<file path="config.mk">
export PLATFORM = sky130hd
export DESIGN_NAME = rbd_lane
export DESIGN_NICKNAME = d
export VERILOG_FILES = /design/src/design/rbd_pkg.sv /design/src/design/rbd_lane.sv
export SDC_FILE = /design/constraint.sdc
export NUM_CORES = 1
export LEC_CHECK = 0
export BUFFER_PORTS_ARGS = -buffer_cell sky130_fd_sc_hd__buf_2
export CELL_PAD_IN_SITES_DETAIL_PLACEMENT = 1
export CELL_PAD_IN_SITES_GLOBAL_PLACEMENT = 1
export CORE_UTILIZATION = 25
export DETAILED_ROUTE_END_ITERATION = 10
export PLACE_DENSITY_LB_ADDON = 0.1
export SYNTH_ARGS = -nofsm -noshare
export SYNTH_HDL_FRONTEND = slang
export SYNTH_SLANG_ARGS = --single-unit
</file>
<file path="constraint.sdc">
create_clock -name vclk -period 1.3
set_input_delay 0.065 -clock vclk [all_inputs]
set_output_delay 0.065 -clock vclk [all_outputs]
set_load 0.03 [all_outputs]
</file>
<file path="src/design/rbd_pkg.sv">
// rbd_pkg: shared types, constants and helpers for the rgba 2x2 box downsampler
// used by rbd_lane, rbd_line_store and rgba_box_downsample_2x2; no dependencies
package rbd_pkg;

	// default maximum source width and fixed height limit
	localparam int MAX_WIDTH_DEF = 2048;
	localparam int HEIGHT_LIMIT  = 2048;

	// size register width and reset value
	localparam int CFG_W     = 12;
	localparam int CFG_RESET = 2048;

	// one source pixel word
	typedef struct packed {
		logic [7:0] chan3_in;
		logic [7:0] chan2_in;
		logic [7:0] chan1_in;
		logic [7:0] chan0_in;
	} pix_in_t;

	// one downsampled pixel word
	typedef struct packed {
		logic [7:0] chan0_out;
		logic [7:0] chan1_out;
		logic [7:0] chan2_out;
		logic [7:0] chan3_out;
		logic       frame_last;
	} pix_out_t;

	// horizontal pair sum of one channel, and of all four channels
	typedef logic [8:0] psum_t;
	typedef psum_t [3:0] quad_sum_t;

	// largest power of two not above v, minus one; never below one
	function automatic logic [12:0] pow2_mask(input logic [12:0] v);
		logic [12:0] s;
		s = v;
		s = s | (s >> 1);
		s = s | (s >> 2);
		s = s | (s >> 4);
		s = s | (s >> 8);
		return (s >> 1) | 13'd1;
	endfunction

endpackage

</file>
<file path="src/design/rbd_lane.sv">
// rbd_lane: one byte channel of the 2x2 box filter (pair sum and block average)
// depends on rbd_pkg
module rbd_lane (
	input  logic [7:0]     first,
	input  logic [7:0]     pix,
	input  rbd_pkg::psum_t above,
	input  rbd_pkg::psum_t pair_in,
	output rbd_pkg::psum_t pair_sum,
	output logic [7:0]     avg
);
	import rbd_pkg::*;

	logic [9:0] block_sum;

	// horizontal sum of the even and odd column pixel
	assign pair_sum = {1'b0, first} + {1'b0, pix};

	// add the row above and divide by four, truncating
	assign block_sum = {1'b0, pair_in} + {1'b0, above};
	assign avg       = block_sum[9:2];

endmodule

</file>
### Word-level counts from Yosys, hierarchy flattened

Cells that the tools add are included.

* add/subtract/negate cells: 2

Operator list (number)
* adder 9 x 9 -> 10 bit: 1
* adder 8 x 8 -> 9 bit: 1

* bits in registers: 0
* bits of input ports: 34

### Longest topological paths before layout

Gate-level depths: netlist of the first run.

* depth in word-level cells: 1
* mapped depth: 6

### Worst setup path after synthesis of the first run

No wires, ideal clock.

* kind: input-to-output
* from: input port first[0]
* to: output port pair_sum[6]
* data arrival time: 1.710 ns
* path slack: -0.475 ns
* stages: 6
* path buffers: 0
* cell sequence: ha_1 > fa_1 > a21o_1 > a21oi_1 > o211ai_1 > xor2_1

* word-level cells in the longest chain between the ends: 1

RTL lines
* start: declaration: line rbd_lane.sv:4 `input logic [7:0] first,`
* adder 8 x 8 -> 9 bit: line rbd_lane.sv:16 `assign pair_sum = {1'b0, first} + {1'b0, pix};`
* end: declaration: line rbd_lane.sv:8 `output rbd_pkg::psum_t pair_sum,`

Every way passes these cells.

### Final worst setup path of the first run

* from: input port pix[0]
* to: output port pair_sum[8]

* word-level cells in the longest chain between the ends: 1

RTL lines
* start: declaration: line rbd_lane.sv:5 `input logic [7:0] pix,`
* adder 8 x 8 -> 9 bit: line rbd_lane.sv:16

Every way passes these cells.

==> results of run 1 <==
==> layout make-up <==
| cell class | count | area [um2] | share of cell area [%] |
|---|---|---|---|
| multi-input cells | 77 | 935 | 56.3 |
| repair buffers | 81 | 668 | 40.2 |
| well taps | 28 | 35.0 | 2.11 |
| inverters | 6 | 22.5 | 1.36 |
==> power by group through the flow <==
stage	Combinational, uW	Clock, uW	Sequential, uW
finish	1180	0	0
global route	1230	0	0
CTS	987	0	0
detailed placement	839	0	0
global placement	818	0	0
floorplan	552	0	0
==> cell families (layout without fill, tap and decap cells) <==
family	count (synthesis)	count (layout)	share of synthesized area (%)
simple gates	25	25	20.1
compound gates	24	24	26.4
fa+ha+maj	17	17	34.7
xor+xnor	11	11	15.2
buf+inv	6	87	3.55
==> placed cells by master, fill, tap and decap left out, types with 3 or more instances in the layout <==
cell,n
inv_1,6
o211ai_1,4
nand3_1,4
xor2_2,3
buf_4,25
buf_6,32
xnor2_2,3
nor3_1,4
buf_2,24
nand2_1,3
ha_1,4
a21oi_4,3
ha_4,11
a21oi_2,4
==> per-layer routing <==
layer | GRT usage (%) | vias up
met2 | 46.4 | 41
met4 | 3.07 | 0
met5 | 0 | -
li1 | - | 473
met1 | 20.8 | 527
met3 | 0.580 | 6
==> worst paths after layout <==
kind     endpoint  startpoint  cells after the start
max   pair_sum[8]      pix[0]                      9
min   pair_sum[0]    first[0]                      3
==> critical path, stage by stage <==
cell and delay, ps:
buf_6 100, ha_4 150, fa_2 380, a21o_1 190
a21oi_2 150, buf_4 150, o21a_1 130, a21oi_2 60
buf_6 140
==> metrics by stage <==
step	setup TNS (ps)	total power (uW)	hold slack [ps]
floorplan	-213	552	285
global placement	-1960	818	516
detailed placement	-2270	839	520
CTS	-1370	987	490
global route	-2350	1230	503
finish	-1870	1180	499
==> repair_timing <==
action	CTS	global route
resized for setup	39	37
pin swaps	22	26
endpoints found under the setup margin	12	13
buffers inserted	1	5
==> metrics.log, run 1 <==
INFO  metric status = finished, violations left
INFO  metric failed_checks = negative setup slack
INFO  metric count_of_antenna_diodes_in_the_layout = 0
INFO  metric pwr-share-comb = between 90% and 100%
INFO  metric initialDrtViolationCount = 7
INFO  metric clock_power_share = 0%
INFO  metric power_density = around 710 nW/um2
INFO  metric clockBufferCount = 0
INFO  metric route.met2.wl = about 2300 um
INFO  metric power.share.switching = approximately half
INFO  metric floorplan.die_area = 2740 um2
INFO  metric timing_worst_slew_pin_value = 343 ps
INFO  metric drc = 0
INFO  metric postRouteWirelength = about 4100 um
INFO  metric worst_setup_path_end_kind = output pin
INFO  metric io_buffers = 51
INFO  metric post-dp-hpwl = ~2000 um
INFO  metric initial_core_util = between 20 and 30%
INFO  metric routed-via-count = 1047
INFO  metric place.detailed.instances = 186
INFO  metric number_of_global_route_vias_before_repair = ~1000
INFO  metric final_util = roughly 72%
INFO  metric post-synth-top-area-cell = ha_1
INFO  metric grt_max_degree = 6
INFO  metric highest-signal-layer = met4
INFO  metric drive_gt1_share = around three quarters
INFO  metric rsz_0062_raised_after_global_routing = yes
INFO  metric final-setup-viol-count = 11
INFO  metric horizontal_extent_of_the_die = approximately 52 um
INFO  metric hp-class = input pin to output pin
INFO  metric grt_overflow_total = 0
INFO  metric synth.net_count = 134
INFO  metric startpoint_type = input pin
INFO  metric yosys.area.top_type_share = 31.6%
INFO  metric core_box_area = ~2300 um2
INFO  metric wire_length_of_the_first_global_routing_pass = approximately 4400 um
INFO  metric netlist_instances = between 80 and 90
INFO  metric fp.dieH = 52.4 um
INFO  metric finish.net_count = 217
INFO  metric nFlopsAndLatches = 0
INFO  metric grt_usage = a little over a fifth
INFO  metric routedLengthMet1 = roughly 1600 um
INFO  metric hold_fix_buffers_cts = 0
INFO  metric worstPathArrival = 1530 ps
INFO  metric slew_viol_final = 0
INFO  metric power.net_switching = about 600 uW
INFO  metric netlist-cell-type-count = 28
INFO  metric power.static_leakage = 0.000757 uW
INFO  metric placed_area = between 1000 and 1500 um2
INFO  metric postRouteAntennaNets = 0
INFO  metric ys_seq_area_share = 0%
INFO  metric pre_cts_slack = -308 ps
INFO  metric hold_violations = 0
INFO  metric yosysMostFrequentCell = ha_1
INFO  metric post_layout_nonfiller_instances = about 190
INFO  metric gp_congestion = 0.746
INFO  metric slew-limit-headroom = slightly below 80%
INFO  metric layout.area.seq = 0 um2
INFO  metric pin_count = 51
INFO  metric critical_path_class = input pin to output pin
INFO  metric cp_data_required_time = 1240 ps
INFO  metric vdd_drop_max = ~0.5 mV
INFO  metric max-cap-violations = 0
INFO  metric synth.top_cells.by_count = 16 x ha_1, 7 x a21oi_1, 6 x inv_1, 6 x nand3_1, 6 x xnor2_1
INFO  metric layout.filler_cells = about 240
INFO  metric power_frac_seq = 0%
INFO  metric area.growth.synth_to_final = 162%
INFO  metric finish.instance_area = around 1700 um2
INFO  metric synth_top_cells_by_area = ha_1 32%, xnor2_1 8.3%, xor2_1 6.9%
INFO  metric met3_wirelength = roughly 140 um
INFO  metric final_period_minus_worst_setup_slack = approximately 1600 ps
INFO  metric placementRows = 17
INFO  metric drt-vias-per-instance = approximately 5.5
INFO  metric grt_antenna_before_repair = 0
INFO  metric ys_warn_count = 0
INFO  metric post-route-worst-setup-slack = -293 ps
INFO  metric max_freq = between 0.6 and 0.7 GHz
INFO  metric avg_synthesized_cell_area = between 7 and 8 um2
INFO  metric critical_path_peak_fanout = 2
INFO  metric syn_area = approximately 630 um2
INFO  metric intPower = ~570 uW
INFO  metric routed_wire_length_per_instance = ~21 um
INFO  metric drtPass1Iterations = 4
INFO  metric final.period_utilization = 123%
(Power assumes the default switching activity.)
==> inputs of run 2 (changes only) <==
==> constraint.sdc (replaced) <==
create_clock -name vclk -period 2.1
set_input_delay 0.105 -clock vclk [all_inputs]
set_output_delay 0.105 -clock vclk [all_outputs]
set_load 0.03 [all_outputs]
==> metrics.log, run 2 (synthesis results as in run 1) <==
INFO  metric status = finished, final reports clean
INFO  metric grt_max_degree = 8 (+2)
INFO  metric pin_count = 51 (unchanged)
INFO  metric number_of_global_route_vias_before_repair = 782 (-25%)
INFO  metric grt_antenna_before_repair = 0 (unchanged)
INFO  metric timing_worst_slew_pin_value = 410 ps (+67.2 ps)
INFO  metric power.static_leakage = 0.000493 uW (-35%)
INFO  metric most-common-layout-cells = 51 x buf_2, 16 x ha_1, 7 x a21oi_1
INFO  metric worst_setup_path_end_kind = output pin
INFO  metric finish.net_count = 187 (-14%)
INFO  metric hp-class = input pin to output pin
INFO  metric slew_viol_final = 0 (unchanged)
INFO  metric finalHoldWorstSlack = 570 ps (+71.2 ps)
INFO  metric layout.area.seq = 0 um2 (unchanged)
INFO  metric final_util = 40.3% (-32 points)
INFO  metric hold_fix_buffers_cts = 0 (unchanged)
INFO  metric final-setup-viol-count = 0 (-11)
INFO  metric gp_congestion = 0.706 (-5.4%)
INFO  metric drc = 0 (unchanged)
INFO  metric drive_gt1_share = 40.3% (-33 points)
INFO  metric cts_post_setup_buffers_inserted = 0 (-1)
INFO  metric routed_wire_length_per_instance = 11.2 um (-48%)
INFO  metric setup-tns-final = 0 ps (+1870 ps)
INFO  metric grt_usage = 14.3% (-6.7 points)
INFO  metric power_density = 439 nW/um2 (-38%)
INFO  metric nFlopsAndLatches = 0 (unchanged)
INFO  metric wire_length_of_the_first_global_routing_pass = 3160 um (-28%)
INFO  metric placed_area = 925 um2 (-25%)
INFO  metric critical_path_peak_fanout = 3 (+1)
INFO  metric critPathMostFrequentCell = buf_2
INFO  metric mostFrequentLayoutCell = buf_2
INFO  metric worstPathCellList = buf_2 -> ha_1 -> fa_1 -> a21o_1 -> a21oi_1 -> o211ai_1 -> xor2_1 -> buf_2
INFO  metric post_cts_resized = 0 (-100%)
INFO  metric max_stage_delay = 410 ps (+30 ps)
INFO  metric startpoint_type = input pin
INFO  metric vdd_drop_max = 0.206 mV (-58%)
INFO  metric postRouteWirelength = 1810 um (-56%)
INFO  metric area.growth.synth_to_final = 45.8%
INFO  metric postRouteAntennaNets = 0 (unchanged)
INFO  metric fp.dieH = 52.4 um (unchanged)
INFO  metric core_box_area = 2300 um2 (unchanged)
INFO  metric clockBufferCount = 0 (unchanged)
INFO  metric cp_data_required_time = 2000 ps (+760 ps)
INFO  metric critPathSlowestCell = fa_1
INFO  metric rsz_0062_raised_after_global_routing = no
INFO  metric drt-vias-per-instance = 5.06 (-7.3%)
INFO  metric post-dp-hpwl = 1630 um (-17%)
INFO  metric final_period_minus_worst_setup_slack = 1920 ps
INFO  metric finish.instance_area = 925 um2 (-44%)
INFO  metric max-cap-violations = 0 (unchanged)
INFO  metric drtPass1Iterations = 3 (-1)
INFO  metric worstPathArrival = 1810 ps (+280 ps)
INFO  metric grt_overflow_total = 0 (unchanged)
INFO  metric final.period_utilization = a little over 90%
INFO  metric hold_violations = 0 (unchanged)
INFO  metric floorplan.die_area = 2740 um2 (unchanged)
INFO  metric placementRows = 17 (unchanged)
INFO  metric initialDrtViolationCount = 9 (+2)
INFO  metric critical_path_class = input pin to output pin
INFO  metric slew-limit-headroom = 72.7% (-4.5 points)
INFO  metric initial_core_util = 27.6% (unchanged)
INFO  metric max_freq = approximately 0.52 GHz
INFO  metric count_of_antenna_diodes_in_the_layout = 0 (unchanged)
INFO  metric io_buffers = 51 (unchanged)
INFO  metric routed-via-count = 819 (-22%)
INFO  metric horizontal_extent_of_the_die = 52.4 um (unchanged)
-- run 2: area by class of cell --
cell class                 count  area [um2]
fill                         315        1370
inverter                       6        22.5
multi-input combinational     77         612
tap                           28        35.0
timing repair buffer          51         255
-- run 2: metrics by stage --
stage                     power [uW]  setup slack [ps]  cells
after floorplan                  292               245     83
after global placement           403               209    162
after detailed placement         410               178    162
after CTS                        411               167    162
after global routing             449              55.0    162
final                            406               184    162
-- run 2: per-layer routing --
layer	routed length [um]	track usage, %	up-vias	share of wire, %
li1	-	-	419	-
met1	790	17.0	375	44
met2	921	29.1	25	51
met3	96	0.290	0	5.3
met4	0	0	0	0
met5	0	0	-	0
-- run 2: worst paths after layout --
kind	start	to	cells past startpoint
min	pix[0]	pair_sum[0]	3
max	first[0]	pair_sum[6]	8
-- run 2: power breakdown --
part / internal, uW / total [uW] / switching [uW]
combinational: 148 / 406 / 258
clock: 0 / 0 / 0
sequential: 0 / 0 / 0
-- run 2: worst max-delay path: cells and delay by family --
family	cells	cell delay, ps
AO/OA/AOI/OAI	3	630
XOR/XNOR	1	140
adder cells (fa/ha/maj)	2	620
buffers and inverters	2	310
==> inputs of run 3 (changes only) <==
--- a/config.mk
+++ b/config.mk
@@ -11,6 +11,7 @@
 export CORE_UTILIZATION = 25
 export DETAILED_ROUTE_END_ITERATION = 10
 export PLACE_DENSITY_LB_ADDON = 0.1
+export REMOVE_ABC_BUFFERS = 1
 export SYNTH_ARGS = -nofsm -noshare
 export SYNTH_HDL_FRONTEND = slang
 export SYNTH_SLANG_ARGS = --single-unit
==> constraint.sdc (replaced) <==
create_clock -name vclk -period 1.8
set_input_delay 0.09 -clock vclk [all_inputs]
set_output_delay 0.09 -clock vclk [all_outputs]
set_load 0.03 [all_outputs]
==> metrics.log, run 3 (synthesis results as in run 1) <==
INFO  metric placed_area = 925 um2 (unchanged)
INFO  metric io_buffers = 51 (unchanged)
INFO  metric power_density = 514 nW/um2 (+17%)
INFO  metric routed-via-count = 818 (-0.12%)
INFO  metric finish.net_count = 187 (unchanged)
INFO  metric critical_path_peak_fanout = 3 (unchanged)
INFO  metric pwr-share-comb = 100.0% (about the same)
INFO  metric hold_violations = 0 (unchanged)
INFO  metric cp-endpoint = pair_sum[6]
INFO  metric place.detailed.instances = 162 (unchanged)
INFO  metric number_of_global_route_vias_before_repair = 777 (-0.64%)
INFO  metric grt_usage = 14.2% (-0.060 points)
INFO  metric core_box_area = 2300 um2 (unchanged)
INFO  metric setup-tns-final = 0 ps (unchanged)
INFO  metric most_used_routing_layer_in_global_routing = met2
INFO  metric finalHoldWorstSlack = 540 ps (-30.0 ps)
INFO  metric startpoint_type = input pin
INFO  metric pin_count = 51 (unchanged)
INFO  metric intPower = 177 uW (+19%)
INFO  metric final_period_minus_worst_setup_slack = approximately 1700 ps
INFO  metric finish.instance_area = 933 um2 (+0.95%)
INFO  metric routed_wire_length_per_instance = 11.2 um (+0.39%)
INFO  metric timing_worst_slew_pin_value = 410 ps (unchanged)
INFO  metric power.share.switching = 63.1% (-0.41 points)
INFO  metric rsz_0062_raised_after_global_routing = no
INFO  metric post-dp-hpwl = 1630 um (unchanged)
INFO  metric post_layout_nonfiller_instances = 162 (unchanged)
INFO  metric wire_length_of_the_first_global_routing_pass = 3150 um (-0.44%)
INFO  metric worst_setup_path_end_kind = output pin
INFO  metric worstHoldStart = pix[0]
INFO  metric mostFrequentLayoutCell = buf_2
INFO  metric horizontal_extent_of_the_die = 52.4 um (unchanged)
INFO  metric cp_data_required_time = 1710 ps (-290 ps)
INFO  metric postRouteWirelength = 1820 um (+0.39%)
INFO  metric drtPass1Iterations = 3 (unchanged)
INFO  metric met1_usage_grt = 17.0% (unchanged)
INFO  metric grt.met2_usage = 28.9% (-0.21 points)
INFO  metric grt_antenna_before_repair = 0 (unchanged)
INFO  metric power_frac_seq = 0% (unchanged)
INFO  metric layout.filler_cells = 314 (-0.32%)
INFO  metric gp_congestion = 0.706 (unchanged)
INFO  metric crit_start = first[0]
INFO  metric area.growth.synth_to_final = 47.1%
INFO  metric critical_path_class = input pin to output pin
INFO  metric hold_fix_buffers_cts = 0 (unchanged)
INFO  metric drc = 0 (unchanged)
INFO  metric slew-limit-headroom = 72.7% (unchanged)
INFO  metric clock_power_share = 0% (unchanged)
INFO  metric drt-vias-per-instance = 5.05 (-0.12%)
INFO  metric gr-usage-met3 = 0.290% (unchanged)
INFO  metric worstPathArrival = 1620 ps (-190 ps)
INFO  metric floorplan.die_area = 2740 um2 (unchanged)
INFO  metric layout.area.seq = 0 um2 (unchanged)
INFO  metric nFlopsAndLatches = 0 (unchanged)
INFO  metric clockBufferCount = 0 (unchanged)
INFO  metric initial_core_util = 27.6% (unchanged)
INFO  metric max_freq = about 0.6 GHz
INFO  metric slew_viol_final = 0 (unchanged)
INFO  metric final-setup-viol-count = 0 (unchanged)
INFO  metric hp-class = input pin to output pin
INFO  metric status = finished, final reports clean
INFO  metric final.period_utilization = about 95%
INFO  metric drive_gt1_share = 41.8% (+1.5 points)
INFO  metric grt_max_degree = 8 (unchanged)
INFO  metric max-cap-violations = 0 (unchanged)
INFO  metric most-common-layout-cells = 50 x buf_2, 16 x ha_1
INFO  metric fp.dieH = 52.4 um (unchanged)
INFO  metric postRouteAntennaNets = 0 (unchanged)
INFO  metric vdd_drop_max = 0.258 mV (+25%)
INFO  metric count_of_antenna_diodes_in_the_layout = 0 (unchanged)
INFO  metric final_util = 40.6% (+0.38 points)
INFO  metric initialDrtViolationCount = 8 (-1)
INFO  metric power.static_leakage = 0.000493 uW (about the same)
INFO  metric placementRows = 17 (unchanged)
INFO  metric grt_overflow_total = 0 (unchanged)
INFO  metric power.net_switching = 303 uW (+17%)
## run 3: changes by cell type in the layout (fill, tap and decap cells not counted)
| cell | delta |
|---|---|
| buf_4 | +1 |
| a21oi_2 | +1 |
| fa_1 | -1 |
| fa_2 | +1 |
| a21oi_1 | -1 |
| buf_2 | -1 |
## run 3: layout make-up
class	instances	area, um2	area share (%)
multi-input cells	77	618	66.2
repair buffers	51	258	27.6
well taps	28	35.0	3.75
inverters	6	22.5	2.41
## run 3: worst max-delay path, cell delays in order
cell and delay [ps]:
buf_2 100, ha_1 210, fa_2 360, a21o_1 200, a21oi_2 190, o211ai_1 140
xor2_1 150, buf_4 170
## run 3: per-layer routing
| layer | part of all wire, % | wire (um) |
|---|---|---|
| met3 | 5.3 | 96 |
| met1 | 44 | 797 |
| met2 | 51 | 922 |
| met4 | 0 | 0 |
| met5 | 0 | 0 |
## run 3: through the flow
stage	worst slack [ps]	power, uW
after floorplan	-24.6	341
after global placement	-60.9	470
after detailed placement	-91.9	478
after CTS	10.5	485
after global routing	7.44	530
final	88.0	480
## run 3: timing repair
item | in CTS | in global routing
resized for setup | 2 | 1
endpoints found under the setup margin | 1 | 1
setup buffers | 0 | 0
pin swaps | 0 | 1
endpoints found under the hold margin | 0 | 0
## run 3: how the worst min path moves through the flow
stage / to / depth (start not counted)
after floorplan: pair_sum[0] / 1
after global placement: pair_sum[0] / 3
after detailed placement: pair_sum[0] / 3
after CTS: pair_sum[0] / 3
after global routing: pair_sum[0] / 3
final: pair_sum[0] / 3
## run 3: power by group through the flow
stage | logic, uW | registers [uW] | clock network (uW)
2_1_floorplan | 341 | 0 | 0
3_3_place_gp | 470 | 0 | 0
3_5_place_dp | 478 | 0 | 0
4_1_cts | 485 | 0 | 0
5_1_grt | 530 | 0 | 0
6_report | 480 | 0 | 0
